### src/design/ipvfh_pkg.sv
package ipvfh_pkg;

    localparam int unsigned CfgIndexWidth = 1;

    // Configuration register indexes
    localparam logic [CfgIndexWidth-1:0] REG_SOURCE_ADDR  = 1'd0;
    localparam logic [CfgIndexWidth-1:0] REG_MAX_DATA_LEN = 1'd1;

    localparam logic [10:0] MAX_DATA_LEN_RESET = 11'd1466;
    localparam logic [10:0] MAX_DATA_LEN_MIN   = 11'd1024;
    localparam logic [10:0] MAX_DATA_LEN_MAX   = 11'd1480;
    localparam logic [10:0] HDR_BYTES          = 11'd20;
    localparam logic [15:0] IDENT_LAST         = 16'hfffe;
    // Version 4 / IHL 5 and TTL 64 fixed header bytes
    localparam logic [7:0]  VER_IHL_BYTE       = 8'h45;
    localparam logic [7:0]  TTL_BYTE           = 8'h40;

    typedef struct packed {
        logic [31:0] dest_addr;
        logic [7:0]  protocol;
        logic [7:0]  type_of_service;
        logic [15:0] payload_len;
    } in_item_t;

    typedef struct packed {
        logic [10:0] total_len;
        logic [15:0] ident;
        logic        dont_fragment;
        logic        more_fragments;
        logic [12:0] offset_units;
        logic [15:0] header_checksum;
        logic [15:0] payload_offset;
        logic        last;
    } out_item_t;

    typedef struct packed {
        logic load;   // capture request, advance ident
        logic setup;  // form fixed part of the checksum
        logic step;   // emit one descriptor into the output register
    } dp_cmd_t;

    typedef struct packed {
        logic len_zero;
        logic fin;
    } dp_status_t;

endpackage

### src/design/ipvfh_datapath.sv
module ipvfh_datapath import ipvfh_pkg::*; (
    input  logic                     aclk,
    input  logic                     aresetn,
    input  logic                     cfg_write,
    input  logic [CfgIndexWidth-1:0] cfg_index,
    input  logic [31:0]              cfg_data,
    input  in_item_t                 s_data,
    input  dp_cmd_t                  cmd,
    output dp_status_t               status,
    output out_item_t                m_data
);

    logic [31:0] source_addr_reg;
    logic [10:0] max_data_len_reg;
    logic [15:0] ident_reg;
    logic [15:0] ident_next;
    in_item_t    req_reg;
    logic [15:0] id_cur_reg;
    logic [10:0] maxlen_reg;
    logic [10:0] maxlen_next;
    logic [15:0] remaining_reg;
    logic [15:0] done_reg;
    logic [18:0] base_reg;
    logic [18:0] base_next;
    out_item_t   m_data_reg;
    out_item_t   m_data_next;

    logic [10:0] chunk;
    logic        fin;
    logic [10:0] plen;
    logic [10:0] tlen;
    logic        df;
    logic [15:0] flagoff;
    logic [19:0] sum;
    logic [16:0] fold1;
    logic [15:0] fold2;

    always_comb begin
        maxlen_next = max_data_len_reg;
        if (max_data_len_reg < MAX_DATA_LEN_MIN) begin
            maxlen_next = MAX_DATA_LEN_MIN;
        end else if (max_data_len_reg > MAX_DATA_LEN_MAX) begin
            maxlen_next = MAX_DATA_LEN_MAX;
        end
        ident_next = (ident_reg == IDENT_LAST) ? 16'd0 : ident_reg + 16'd1;
    end

    // fixed header words: tos, ident, ttl/proto, source and destination
    assign base_next = 19'({VER_IHL_BYTE, req_reg.type_of_service})
                     + 19'(id_cur_reg)
                     + 19'({TTL_BYTE, req_reg.protocol})
                     + 19'(source_addr_reg[31:16]) + 19'(source_addr_reg[15:0])
                     + 19'(req_reg.dest_addr[31:16]) + 19'(req_reg.dest_addr[15:0]);

    assign chunk   = {maxlen_reg[10:3], 3'b000};
    assign fin     = remaining_reg <= {5'd0, maxlen_reg};
    assign plen    = fin ? remaining_reg[10:0] : chunk;
    assign tlen    = plen + HDR_BYTES;
    assign df      = fin && (done_reg == 16'd0);
    assign flagoff = {1'b0, df, !fin, done_reg[15:3]};
    assign sum     = 20'(base_reg) + 20'(tlen) + 20'(flagoff);
    assign fold1   = 17'(sum[15:0]) + 17'(sum[19:16]);
    assign fold2   = fold1[15:0] + 16'(fold1[16]);

    always_comb begin
        m_data_next.total_len       = tlen;
        m_data_next.ident           = id_cur_reg;
        m_data_next.dont_fragment   = df;
        m_data_next.more_fragments  = !fin;
        m_data_next.offset_units    = done_reg[15:3];
        m_data_next.header_checksum = ~fold2;
        m_data_next.payload_offset  = done_reg;
        m_data_next.last            = fin;
    end

    always_ff @(posedge aclk) begin
        if (!aresetn) begin
            source_addr_reg  <= 32'd0;
            max_data_len_reg <= MAX_DATA_LEN_RESET;
            ident_reg        <= 16'd0;
        end else begin
            if (cfg_write) begin
                unique case (cfg_index)
                    REG_SOURCE_ADDR:  source_addr_reg  <= cfg_data;
                    REG_MAX_DATA_LEN: max_data_len_reg <= cfg_data[10:0];
                    default: ;
                endcase
            end
            if (cmd.load) begin
                ident_reg <= ident_next;
            end
        end
    end

    always_ff @(posedge aclk) begin
        if (cmd.load) begin
            req_reg       <= s_data;
            id_cur_reg    <= ident_reg;
            maxlen_reg    <= maxlen_next;
            remaining_reg <= s_data.payload_len;
            done_reg      <= 16'd0;
        end
        if (cmd.setup) begin
            base_reg <= base_next;
        end
        if (cmd.step) begin
            m_data_reg    <= m_data_next;
            remaining_reg <= fin ? 16'd0 : remaining_reg - 16'(chunk);
            done_reg      <= done_reg + 16'(chunk);
        end
    end

    assign status.len_zero = remaining_reg == 16'd0;
    assign status.fin      = fin;
    assign m_data          = m_data_reg;

endmodule

### src/design/ipvfh_ctrl.sv
module ipvfh_ctrl import ipvfh_pkg::*; (
    input  logic       aclk,
    input  logic       aresetn,
    input  logic       s_valid,
    output logic       s_ready,
    output logic       m_valid,
    input  logic       m_ready,
    input  dp_status_t status,
    output dp_cmd_t    cmd
);

    localparam logic [1:0] ST_IDLE  = 2'd0;
    localparam logic [1:0] ST_SETUP = 2'd1;
    localparam logic [1:0] ST_EMIT  = 2'd2;

    logic [1:0] state_reg;
    logic [1:0] state_next;
    logic       m_valid_reg;
    logic       m_valid_next;
    logic       out_free;

    assign out_free = !m_valid_reg || m_ready;

    always_comb begin
        state_next   = state_reg;
        cmd          = '0;
        m_valid_next = m_valid_reg && !m_ready;
        unique case (state_reg)
            ST_IDLE: begin
                if (s_valid) begin
                    cmd.load   = 1'b1;
                    state_next = ST_SETUP;
                end
            end
            ST_SETUP: begin
                cmd.setup  = 1'b1;
                // empty request: drop, ident has already advanced
                state_next = status.len_zero ? ST_IDLE : ST_EMIT;
            end
            ST_EMIT: begin
                if (out_free) begin
                    cmd.step     = 1'b1;
                    m_valid_next = 1'b1;
                    if (status.fin) begin
                        state_next = ST_IDLE;
                    end
                end
            end
            default: state_next = ST_IDLE;
        endcase
    end

    always_ff @(posedge aclk) begin
        if (!aresetn) begin
            state_reg   <= ST_IDLE;
            m_valid_reg <= 1'b0;
        end else begin
            state_reg   <= state_next;
            m_valid_reg <= m_valid_next;
        end
    end

    assign s_ready = state_reg == ST_IDLE;
    assign m_valid = m_valid_reg;

endmodule

### src/design/ipv4_fragment_header_gen_top.sv
// IPv4 fragment header generator.
// Input channel (s_valid/s_ready/s_data): one send request per transaction,
// carrying destination, protocol, TOS and payload length.
// Result channel (m_valid/m_ready/m_data): one header descriptor per fragment,
// in offset order; the final descriptor of a request has last set.
// Configuration channel (cfg_valid/cfg_ready/cfg_index/cfg_data): index 0 is
// the source address, index 1 the maximum payload per packet (used clamped
// to 1024..1480); always ready, write only while no request is in flight.
// Sequence: a request is taken in the idle state, the fixed header words are
// summed in the setup state, then descriptors leave at one per cycle while
// the receiver accepts them; each is valid once registered in the output
// register. A zero-length request passes through the idle and setup states,
// advances the ident and gives no descriptor.
// The sequencer handles one request at a time; the next request is taken as
// soon as the last descriptor sits in the output register.
// A stalled receiver holds the output register and freezes the sequencer in its emit state.
// Reset clears the ident counter, the source address and sets the maximum
// payload to 1466; no descriptor is pending after reset.
module ipv4_fragment_header_gen_top import ipvfh_pkg::*; (
    input  logic                     aclk,
    input  logic                     aresetn,
    input  logic                     cfg_valid,
    output logic                     cfg_ready,
    input  logic [CfgIndexWidth-1:0] cfg_index,
    input  logic [31:0]              cfg_data,
    input  logic                     s_valid,
    output logic                     s_ready,
    input  in_item_t                 s_data,
    output logic                     m_valid,
    input  logic                     m_ready,
    output out_item_t                m_data
);

    dp_cmd_t    cmd;
    dp_status_t status;

    // configuration writes complete at once
    assign cfg_ready = 1'b1;

    ipvfh_ctrl u_ctrl (
        .aclk    (aclk),
        .aresetn (aresetn),
        .s_valid (s_valid),
        .s_ready (s_ready),
        .m_valid (m_valid),
        .m_ready (m_ready),
        .status  (status),
        .cmd     (cmd)
    );

    ipvfh_datapath u_datapath (
        .aclk      (aclk),
        .aresetn   (aresetn),
        .cfg_write (cfg_valid),
        .cfg_index (cfg_index),
        .cfg_data  (cfg_data),
        .s_data    (s_data),
        .cmd       (cmd),
        .status    (status),
        .m_data    (m_data)
    );

endmodule

### config.mk
export PLATFORM = sky130hd
export DESIGN_NAME = ipv4_fragment_header_gen_top
export DESIGN_NICKNAME = d
export VERILOG_FILES = /design/src/design/ipvfh_pkg.sv /design/src/design/ipvfh_datapath.sv /design/src/design/ipvfh_ctrl.sv /design/src/design/ipv4_fragment_header_gen_top.sv
export SDC_FILE = /design/constraint.sdc
export NUM_CORES = 1
export LEC_CHECK = 0
export BUFFER_PORTS_ARGS = -buffer_cell sky130_fd_sc_hd__buf_2
export CORE_ASPECT_RATIO = 1.4
export CORE_MARGIN = 5
export CORE_UTILIZATION = 35
export CTS_CLUSTER_DIAMETER = 150
export CTS_CLUSTER_SIZE = 16
export DETAILED_ROUTE_END_ITERATION = 10
export HOLD_SLACK_MARGIN = 0.15
export PLACE_DENSITY = 0.49
export RECOVER_POWER = 25
export SLEW_MARGIN = 10
export SYNTH_ARGS = -nofsm -noshare
export SYNTH_HDL_FRONTEND = slang
export SYNTH_SLANG_ARGS = --single-unit
### constraint.sdc
create_clock -name aclk -period 12.1 [get_ports aclk]
set_clock_uncertainty 0.05 [all_clocks]
set_input_delay 0.605 -clock aclk [delete_from_list [all_inputs] [get_ports aclk]]
set_output_delay 0.605 -clock aclk [all_outputs]
set_load 0.05 [all_outputs]
### After elaboration in Yosys (flattened, before gate mapping)

Index checks and enable logic that the tools add are counted.

| word-level totals | value |
|---|---|
| register bits | 263 |
| input bits | 102 |
| output and inout bits | 78 |
| word-level logic and storage cells | 81 |

| cells by class | value |
|---|---|
| add/sub/neg operators | 14 |
| order comparisons | 3 |
| equal/unequal tests | 6 |
| multiplexer cells | 20 |
| bitwise operators | 2 |
| reduce and logical (&&, ||, !) cells | 14 |

Operators by type and width:

| operator | count |
|---|---|
| 16-bit two-way mux | 6 |
| 19-bit by 16-bit adder with 19-bit output | 4 |
| 16-bit zero test | 2 |
| 19-bit by 11-bit adder with 20-bit output | 1 |
| 20-bit by 15-bit adder with 20-bit output | 1 |
| 19-bit by 15-bit adder with 19-bit output | 1 |
| 15-bit by 16-bit adder with 17-bit output | 1 |
| 16-bit by 4-bit adder with 17-bit output | 1 |
| 16-bit by 1-bit adder with 16-bit output | 1 |
| 16-bit by 1-bit adder with 16-bit output (second input constant) | 1 |
| 16-bit by 11-bit adder with 16-bit output | 1 |
| 16-bit == test (second input constant) | 1 |
| 16-bit by 11-bit less-or-equal comparator with 1-bit output | 1 |
| 16-bit inverter | 1 |
| 16-bit by 11-bit subtractor with 16-bit output | 1 |
| 11-bit by 5-bit adder with 11-bit output (second input constant) | 1 |
| 11-bit > comparator (second input constant) | 1 |
| 11-bit < comparator (second input constant) | 1 |
| 11-bit two-way mux | 1 |
| 9-bit two-way mux | 1 |
| 2-bit two-way mux | 4 |
| 1-bit two-way mux | 7 |
| 2-bit one-hot mux with 3 select lines | 1 |
| 2-bit by 1-bit != test with 1-bit output (second input constant) | 2 |
| 12 further kinds | 16 |

### Depth between registers and ports, before layout

Gate-level depths: netlist (run 1).

| logic depth | value |
|---|---|
| depth in word-level cells | 8 |
| mapped depth | 47 |
| depth with buffers taken out | 44 |

### By module

A second synthesis (run 1) with hierarchy kept.

| unflattened totals | value |
|---|---|
| cells, all modules | 1135 |
| area, all modules | 13646.8 µm² |

Modules (own cells, without submodules):

| module | instances | cells each | area an instance (µm²) | seq. area each (µm²) |
|---|---|---|---|---|
| ipvfh_datapath | 1 | 1119 | 13494.2 | 6646.4 |
| ipvfh_ctrl | 1 | 14 | 141.4 | 60.1 |
| ipv4_fragment_header_gen_top | 1 | 2 | 11.3 | 0.0 |

### Worst setup path after synthesis (run 1)

OpenSTA, ideal clock, no wires.

| timing | value |
|---|---|
| kind | register to register |
| start | register u_datapath.remaining_reg[9] |
| end | register u_datapath.m_data_reg (netlist bit u_datapath.m_data[29]), data pin |
| library setup time | 0.265 ns |
| arrival | 9.106 ns |
| data required time | 11.785 ns |
| path slack | 2.679 ns |
| cell stages (with the launch flop) | 46 |
| path buffers | 3 |
| period minus slack after synthesis | 9.421 ns |
| cell sequence | edfxtp_1 -> ha_1 -> inv_2 -> or4_4 -> nor3_2 -> a211oi_2 -> nor3b_4 -> buf_4 -> buf_2 -> nand2_1 -> o21ai_0 -> ha_1 -> nor2_1 -> mux2_2 -> or2_2 -> xnor2_1 -> fa_1 -> inv_1 -> [10 not listed] -> xnor2_1 -> ha_1 -> inv_1 -> fa_1 -> nand2b_1 -> o2bb2ai_1 -> nor3_2 -> nand3_1 -> nor4_1 -> nor3b_1 -> ha_1 -> ha_1 -> and3_1 -> and3b_1 -> nand3_1 -> nor2_1 -> o21ai_0 -> xor2_1 |

RTL lines:

| element | RTL line | text |
|---|---|---|
| start: declaration | ipvfh_datapath.sv:21 | `logic [15:0] remaining_reg;` |
| start signal: assignment | ipvfh_datapath.sv:100 | `remaining_reg <= s_data.payload_len;` |
| start signal: assignment | ipvfh_datapath.sv:108 | `remaining_reg <= fin ? 16'd0 : remaining_reg - 16'(chunk);` |
| end signal: assignment | ipvfh_datapath.sv:107 | `m_data_reg <= m_data_next;` |
| end: declaration | ipvfh_datapath.sv:25 | `out_item_t m_data_reg;` |

==> metrics.md, run 1 <==
| Metric | Value |
|---|---|
| Mapped Cells | `1,288` |
| Combinational family with the most area after synthesis | `adder cells` |
| Simple-gate share of the synthesized area | `0.1231` |
| Metal-1 WL | `13,700 um` |
| Mux share of post-synthesis cell area | `0.008592` |
| Area Growth Syn to Fin | `13.38%` |
| Worst hold start | `s_data[33]` |
| Pwr/cell area | `216.4 mW/mm^2` |
| Worst Hold Endpoint | `u_datapath.req_reg[33]` |
| I/O Buffers | `175` |
| DRT iter0 DRCs | `335` |
| GRT Residual Overflow | `0` |
| CTS buffer count | `19` |
| Syn avg cell area | `11.08 um^2` |
| Sequential cell area fraction in the yosys report | `0.4699` |
| Crit-path slowest cell | `or4_4` |
| Max layer used | `met5` |
| Max reg flops | `59` |
| Reg-to-Reg Start | `u_datapath.remaining_reg[9]` |
| Worst path required time | `12,300 ps` |
| RSZ-0062 raised after global routing | `no` |
| Largest net degree at the start of global routing | `68` |
| Die area | `0.04497 mm^2` |
| # clock sinks | `244` |
| Status | `finished with violations` |
| Root Driver | `clkbuf_16` |
| H-tree depth reported by CTS | `1` |
| Tmin final | `10,400 ps` |
| Fin area | `0.01618 mm^2` |
| Share of cells above drive strength 1 | `0.1510` |
| Worst setup path class | `flop to flop` |
| Max VDD drop | `0.00009350 V` |
| Setup WS pre-CTS | `1650 ps` |
| I/O pins | `180` |
| Dpl hpwl | `27,110 um` |
| Worst R2R Path Depth | `42` |
| Final Cycle Share | `0.8599` |
| Fin util | `0.4017` |
| Initial antenna violation count | `1` |
| Worst-Skew Late Latency | `500 ps` |
| Final setup fails | `0` |
| Placement Cell Area | `0.01566 mm^2` |
| Critical Path Source Type | `flop` |
| CP Capture Type | `flop` |
| CTS tree | `built` |
| # diodes | `0` |
| Synth warn | `0` |
| Initial core utilization | `0.3543` |
| Worst Setup Slack, final | `1695 ps` |
| Post-synth cell types | `68` |
| Final Hold Fails | `0` |
| All-Layer GR Usage | `0.1517` |
| Reg2Reg Capture Point | `u_datapath.m_data[30]` |
| Max Root-Sink Buffers | `3` |
| Global-route wire length before repair | `54,410 um` |
| Max cap viols | `1` |
| Setup bufs post-CTS | `0` |
| Vias in the first global route | `9,904` |
| Die height | `248.9 um` |
| Synth Cell Area | `0.01427 mm^2` |
| R2R setup slack | `1700 ps` |
| Die Wd | `180.7 um` |
| Post-synth EDFFs | `182` |
| Share of the synthesized area in the top cell type | `0.3830` |
| Crit path arrival time | `10,600 ps` |
| Setup TNS | `0 ps` |
| Slew margin rel. | `-0.3182` |
| Cts hold-fix bufs | `0` |
| Core Area | `0.04028 mm^2` |
| Metal2 WL | `18,460 um` |
| Pre-Repair DR Iteration Count | `4` |
| Via count | `9,493` |
| Slew Viols, Final | `48` |
| Met3 wire len | `1454 um` |
| Commonest cells post-synth | `182 x edfxtp_1, 155 x inv_1, 134 x nand2_1` |
| Hold WS | `220.8 ps` |
| Violated checks | `max-capacitance violations, max-slew violations` |
| CP most frequent cell | `ha_1` |
| Fmax | `96.11 MHz` |
| Worst slew pin tran | `1977 ps` |
| Yosys reg bits | `244` |
| Routed length per placed instance | `17.23 um` |
| Site Rows | `87` |
| Static Leakage | `6.706 nW` |
| Top_reg_cell synth | `edfxtp_1` |
| RD Place Congestion | `0.8312` |
| Largest stage delay, worst path | `560 ps` |
| Resized cells post-CTS | `0` |
| HP Class | `input pin to flop` |
| Synth async-reset ratio | `0` |
| Yosys top cell by area | `edfxtp_1` |
| Compound-gate portion of the synthesized area | `0.1057` |
| Count leader, synth | `edfxtp_1` |
| Clock transition at the registers of the reported paths | `80 ps` |
| WHS Path Cells | `1` |
| Post-DR vias/cell | `4.751` |
| Adder-Cell Fraction of Synth Area | `0.1724` |
| Nets | `1,708` |
| Max FO, Critical Path | `36` |
| Top cells by area, synth | `edfxtp_1 38%, fa_1 10%, dfxtp_1 8.7%` |
| Post-Synth XOR/XNOR Area | `0.06111` |
| Post-route antenna net violation count | `0` |
| Post-route DRC | `0` |
| WL final | `34,440 um` |
worst max-delay path, delay by kind of cell, from the launching register on:
kind | cells | cell delay [ps]
AO/OA/AOI/OAI | 8 | 1670
buffers and inverters | 5 | 660
AND/OR/NAND/NOR | 18 | 4170
adder cells (fa/ha/maj) | 7 | 2320
XOR/XNOR | 3 | 500
flip-flops | 1 | 450
multiplexers | 1 | 320
area by class of cell:
type | count | area [um^2]
inverters | 157 | 589.3
flip-flops and latches | 244 | 6706
multi-input cells | 846 | 6745
clock buffers | 32 | 524.3
fillers | 4025 | 24100
repair buffers | 184 | 930.9
well taps | 534 | 668.1
clock inverters | 1 | 16.27
metal layers:
metal / vias up / GRT usage
met1: 4536 / 0.1746
met4: 2 / 0.04129
met2: 187 / 0.2896
met3: 39 / 0.02293
met5: - / 0
li1: 4729 / -
power breakdown:
group | leakage [nW] | internal [W] | total, W | switching [W]
clock | 0.256 | 0.000298 | 0.000593 | 0.000295
combinational | 4.22 | 0.000717 | 0.00179 | 0.00107
sequential | 2.23 | 0.00106 | 0.00112 | 0.0000519
per-stage QoR:
| step | power (W) | cells |
|---|---|---|
| finish | 0.003502 | 1998 |
| global route | 0.003796 | 1998 |
| CTS | 0.003561 | 1998 |
| detailed placement | 0.002950 | 1965 |
| global placement | 0.002947 | 1965 |
| floorplan | 0.002522 | 1292 |
cell families after synthesis:
| group | Yosys count |
|---|---|
| fa+ha+maj | 154 |
| mux | 12 |
| xor+xnor | 97 |
| flops | 244 |
| other cells | 2 |
| buf+inv | 202 |
| compound gates | 218 |
| simple gates | 359 |
layout by cell type, fill, tap and decap left out, drive strengths merged, types with 10 or more instances in the layout:
master,count
a211oi,12
a21boi,39
a21o,18
a21oi,51
and2,15
and3,12
buf,176
clkbuf,40
dfxtp,62
edfxtp,182
fa,71
ha,83
inv,157
mux2i,10
nand2,134
nand2b,11
nand3,32
nand4,13
nor2,63
nor2b,13
nor3,23
nor4,10
o21a,14
o21ai,33
o31ai,10
or3,10
xnor2,60
xor2,36
worst max-delay path by stage:
stage	cells after the start	from	endpoint	slack [ps]
after floorplan	45	u_datapath.remaining_reg[9]	u_datapath.m_data[29]	2680
after global placement	42	u_datapath.remaining_reg[9]	u_datapath.m_data[30]	1930
after detailed placement	42	u_datapath.remaining_reg[9]	u_datapath.m_data[30]	1650
after CTS	42	u_datapath.remaining_reg[9]	u_datapath.m_data[30]	1630
after global routing	43	u_datapath.remaining_reg[9]	u_datapath.m_data[29]	840
final	42	u_datapath.remaining_reg[9]	u_datapath.m_data[30]	1700
No activity file was read; power rests on OpenSTA's default activity.
==> run 2, diff against run 1 <==
- CORE_UTILIZATION: 35 -> 55
- PLACE_DENSITY: 0.49 -> 0.72
==> metrics.md, run 2 (synthesis results as in run 1) <==
| Metric | Value |
|---|---|
| Reg-to-Reg Start | `u_datapath.remaining_reg[9] (unchanged)` |
| Reg2Reg Capture Point | `u_datapath.m_data[29] (was u_datapath.m_data[30])` |
| Max reg flops | `59 (unchanged)` |
| RD Place Congestion | `0.8465 (was 0.8312)` |
| Slew Viols, Final | `81 (was 48)` |
| CP Capture Type | `flop (unchanged)` |
| Violated checks | `max-capacitance violations, max-slew violations (unchanged)` |
| # diodes | `0 (unchanged)` |
| Via count | `9,666 (was 9,493)` |
| Largest stage delay, worst path | `580 ps (was 560 ps)` |
| Status | `finished with violations (unchanged)` |
| Site Rows | `69 (was 87)` |
| Max Root-Sink Buffers | `3 (unchanged)` |
| Post-route antenna net violation count | `0 (unchanged)` |
| I/O pins | `180 (unchanged)` |
| Final setup fails | `0 (unchanged)` |
| Max VDD drop | `0.0001433 V (was 0.00009350 V)` |
| DRT iter0 DRCs | `480 (was 335)` |
| Final Cycle Share | `0.8741 (was 0.8599)` |
| Commonest non-fill, non-tap cells in the layout | `182 x edfxtp_1, 168 x buf_2, 155 x inv_1 (unchanged)` |
| Final Hold Fails | `0 (unchanged)` |
| Post-DR vias/cell | `5.430 (was 4.751)` |
| Placed Cells | `1,749 (was 1,965)` |
| Root Driver | `clkbuf_16 (unchanged)` |
| Worst-Skew Late Latency | `500 ps (about the same)` |
| I/O Buffers | `175 (unchanged)` |
| CTS buffer count | `19 (unchanged)` |
| R2R setup slack | `1520 ps (was 1700 ps)` |
| Resized cells post-CTS | `0 (unchanged)` |
| Critical path startpoint | `u_datapath.remaining_reg[9] (unchanged)` |
| WL final | `30,780 um (was 34,440 um)` |
| CTS tree | `built (unchanged)` |
| Global-route wire length before repair | `50,420 um (was 54,410 um)` |
| Max cap viols | `2 (was 1)` |
| HP Class | `input pin to flop (unchanged)` |
| Crit path arrival time | `10,750 ps (was 10,600 ps)` |
| Setup bufs post-CTS | `0 (unchanged)` |
| Critical Path Sink | `u_datapath.m_data[29] (was u_datapath.m_data[30])` |
| Initial antenna violation count | `1 (unchanged)` |
| Dpl hpwl | `23,950 um (was 27,110 um)` |
| Routed length per placed instance | `17.29 um (was 17.23 um)` |
| Vias in the first global route | `10,110 (was 9,904)` |
| Cts hold-fix bufs | `0 (unchanged)` |
| Area Growth Syn to Fin | `11.36% (was 13.38%)` |
| Setup TNS | `0 ps (unchanged)` |
| Largest net degree at the start of global routing | `50 (was 68)` |
| Overall Power | `0.003467 W (was 0.003502 W)` |
| Slew margin rel. | `-0.2706 (was -0.3182)` |
| Nets | `1,707 (was 1,708)` |
| Crit-path slowest cell | `nor3b_4 (was or4_4)` |
| Worst setup path class | `flop to flop (unchanged)` |
| Pwr/cell area | `218.2 mW/mm^2 (was 216.4 mW/mm^2)` |
| RSZ-0062 raised after global routing | `no (unchanged)` |
| Static Leakage | `6.697 nW (was 6.706 nW)` |
| H-tree depth reported by CTS | `1 (unchanged)` |
| Critical Path Source Type | `flop (unchanged)` |
| Share of cells above drive strength 1 | `0.1499 (was 0.1510)` |
| Hold WS | `235.2 ps (was 220.8 ps)` |
| Worst path required time | `12,270 ps (was 12,300 ps)` |
| All-Layer GR Usage | `0.2099 (was 0.1517)` |
| Clock transition at the registers of the reported paths | `70 ps (was 80 ps)` |
| Post-route DRC | `0 (unchanged)` |
| Core Area | `0.02547 mm^2 (was 0.04028 mm^2)` |
| Finished Layout Cells | `1,780 (was 1,998)` |
| # clock sinks | `244 (unchanged)` |
| Max FO, Critical Path | `22 (was 36)` |
| CP most frequent cell | `ha_1 (unchanged)` |
| Die height | `200.6 um (was 248.9 um)` |
| Commonest non-fill, non-tap cell in the layout | `edfxtp_1 (unchanged)` |
| Worst R2R Path Depth | `43 (was 42)` |
| Worst slew pin tran | `1906 ps (was 1977 ps)` |
| Pre-Repair DR Iteration Count | `5 (was 4)` |
| Die area | `0.02932 mm^2 (was 0.04497 mm^2)` |
| Die Wd | `146.1 um (was 180.7 um)` |
| GRT Residual Overflow | `0 (unchanged)` |
| Initial core utilization | `0.5604 (was 0.3543)` |
| Tmin final | `10,580 ps (was 10,400 ps)` |
| Fmax | `94.55 MHz (was 96.11 MHz)` |
[run 2: cell types whose count changed in the layout (fill, tap and decap cells not counted)]
cell      change
and2_0        -1
clkbuf_1      -1
nor2b_1       +1
buf_4         -2
and2_4        +1
nor2b_2       -1
[run 2: worst min path at each step]
stage,from,end,slack [ps],cells after the start
floorplan,u_datapath.ident_reg[7],u_datapath.id_cur_reg[7],380,0
global placement,u_datapath.id_cur_reg[3],u_datapath.m_data[51],390,0
detailed placement,u_datapath.id_cur_reg[3],u_datapath.m_data[51],390,0
CTS,s_data[57],u_datapath.req_reg[57],210,1
global route,s_data[57],u_datapath.req_reg[57],210,1
finish,s_data[31],u_datapath.req_reg[31],240,1
[run 2: where the power goes]
group          internal (W)  switching, W
Sequential          0.00106     0.0000508
Combinational      0.000717       0.00106
Clock              0.000295      0.000282
Total               0.00208       0.00139
[run 2: per-stage QoR]
step,util,area [um^2],setup WS (ps)
2_1_floorplan,-,14290,2679
3_3_place_gp,0.6038,15380,1882
3_5_place_dp,0.6038,15380,1539
4_1_cts,0.6248,15910,1538
5_1_grt,0.6240,15890,596.2
6_report,0.6240,15890,1524
[run 2: final cells by class]
class                           count  area [um^2]
Fill cell                        2067         9575
Clock buffer                       30        516.7
Sequential cell                   244         6706
Clock inverter                      1        16.27
Tap cell                          319        399.1
Multi-Input combinational cell    846         6745
Timing Repair Buffer              183        919.6
Inverter                          157        589.3
[run 2: critical path: cells and delay by family (launching register included)]
family / cells / cell delay [ps]
flip-flops: 1 / 450
AND/OR/NAND/NOR: 17 / 4180
multiplexers: 1 / 320
adder cells (fa/ha/maj): 8 / 2500
AO/OA/AOI/OAI: 10 / 1760
buffers and inverters: 4 / 560
XOR/XNOR: 3 / 480
[run 2: metal layers]
metal | share of wire | up-vias | wire length (um) | GRT usage
met1 | 0.38 | 4636 | 11710 | 0.2391
met5 | 0.00023 | - | 7 | 0
met3 | 0.041 | 62 | 1268 | 0.02394
met4 | 0.037 | 2 | 1139 | 0.07666
li1 | - | 4724 | - | -
met2 | 0.54 | 242 | 16650 | 0.4006
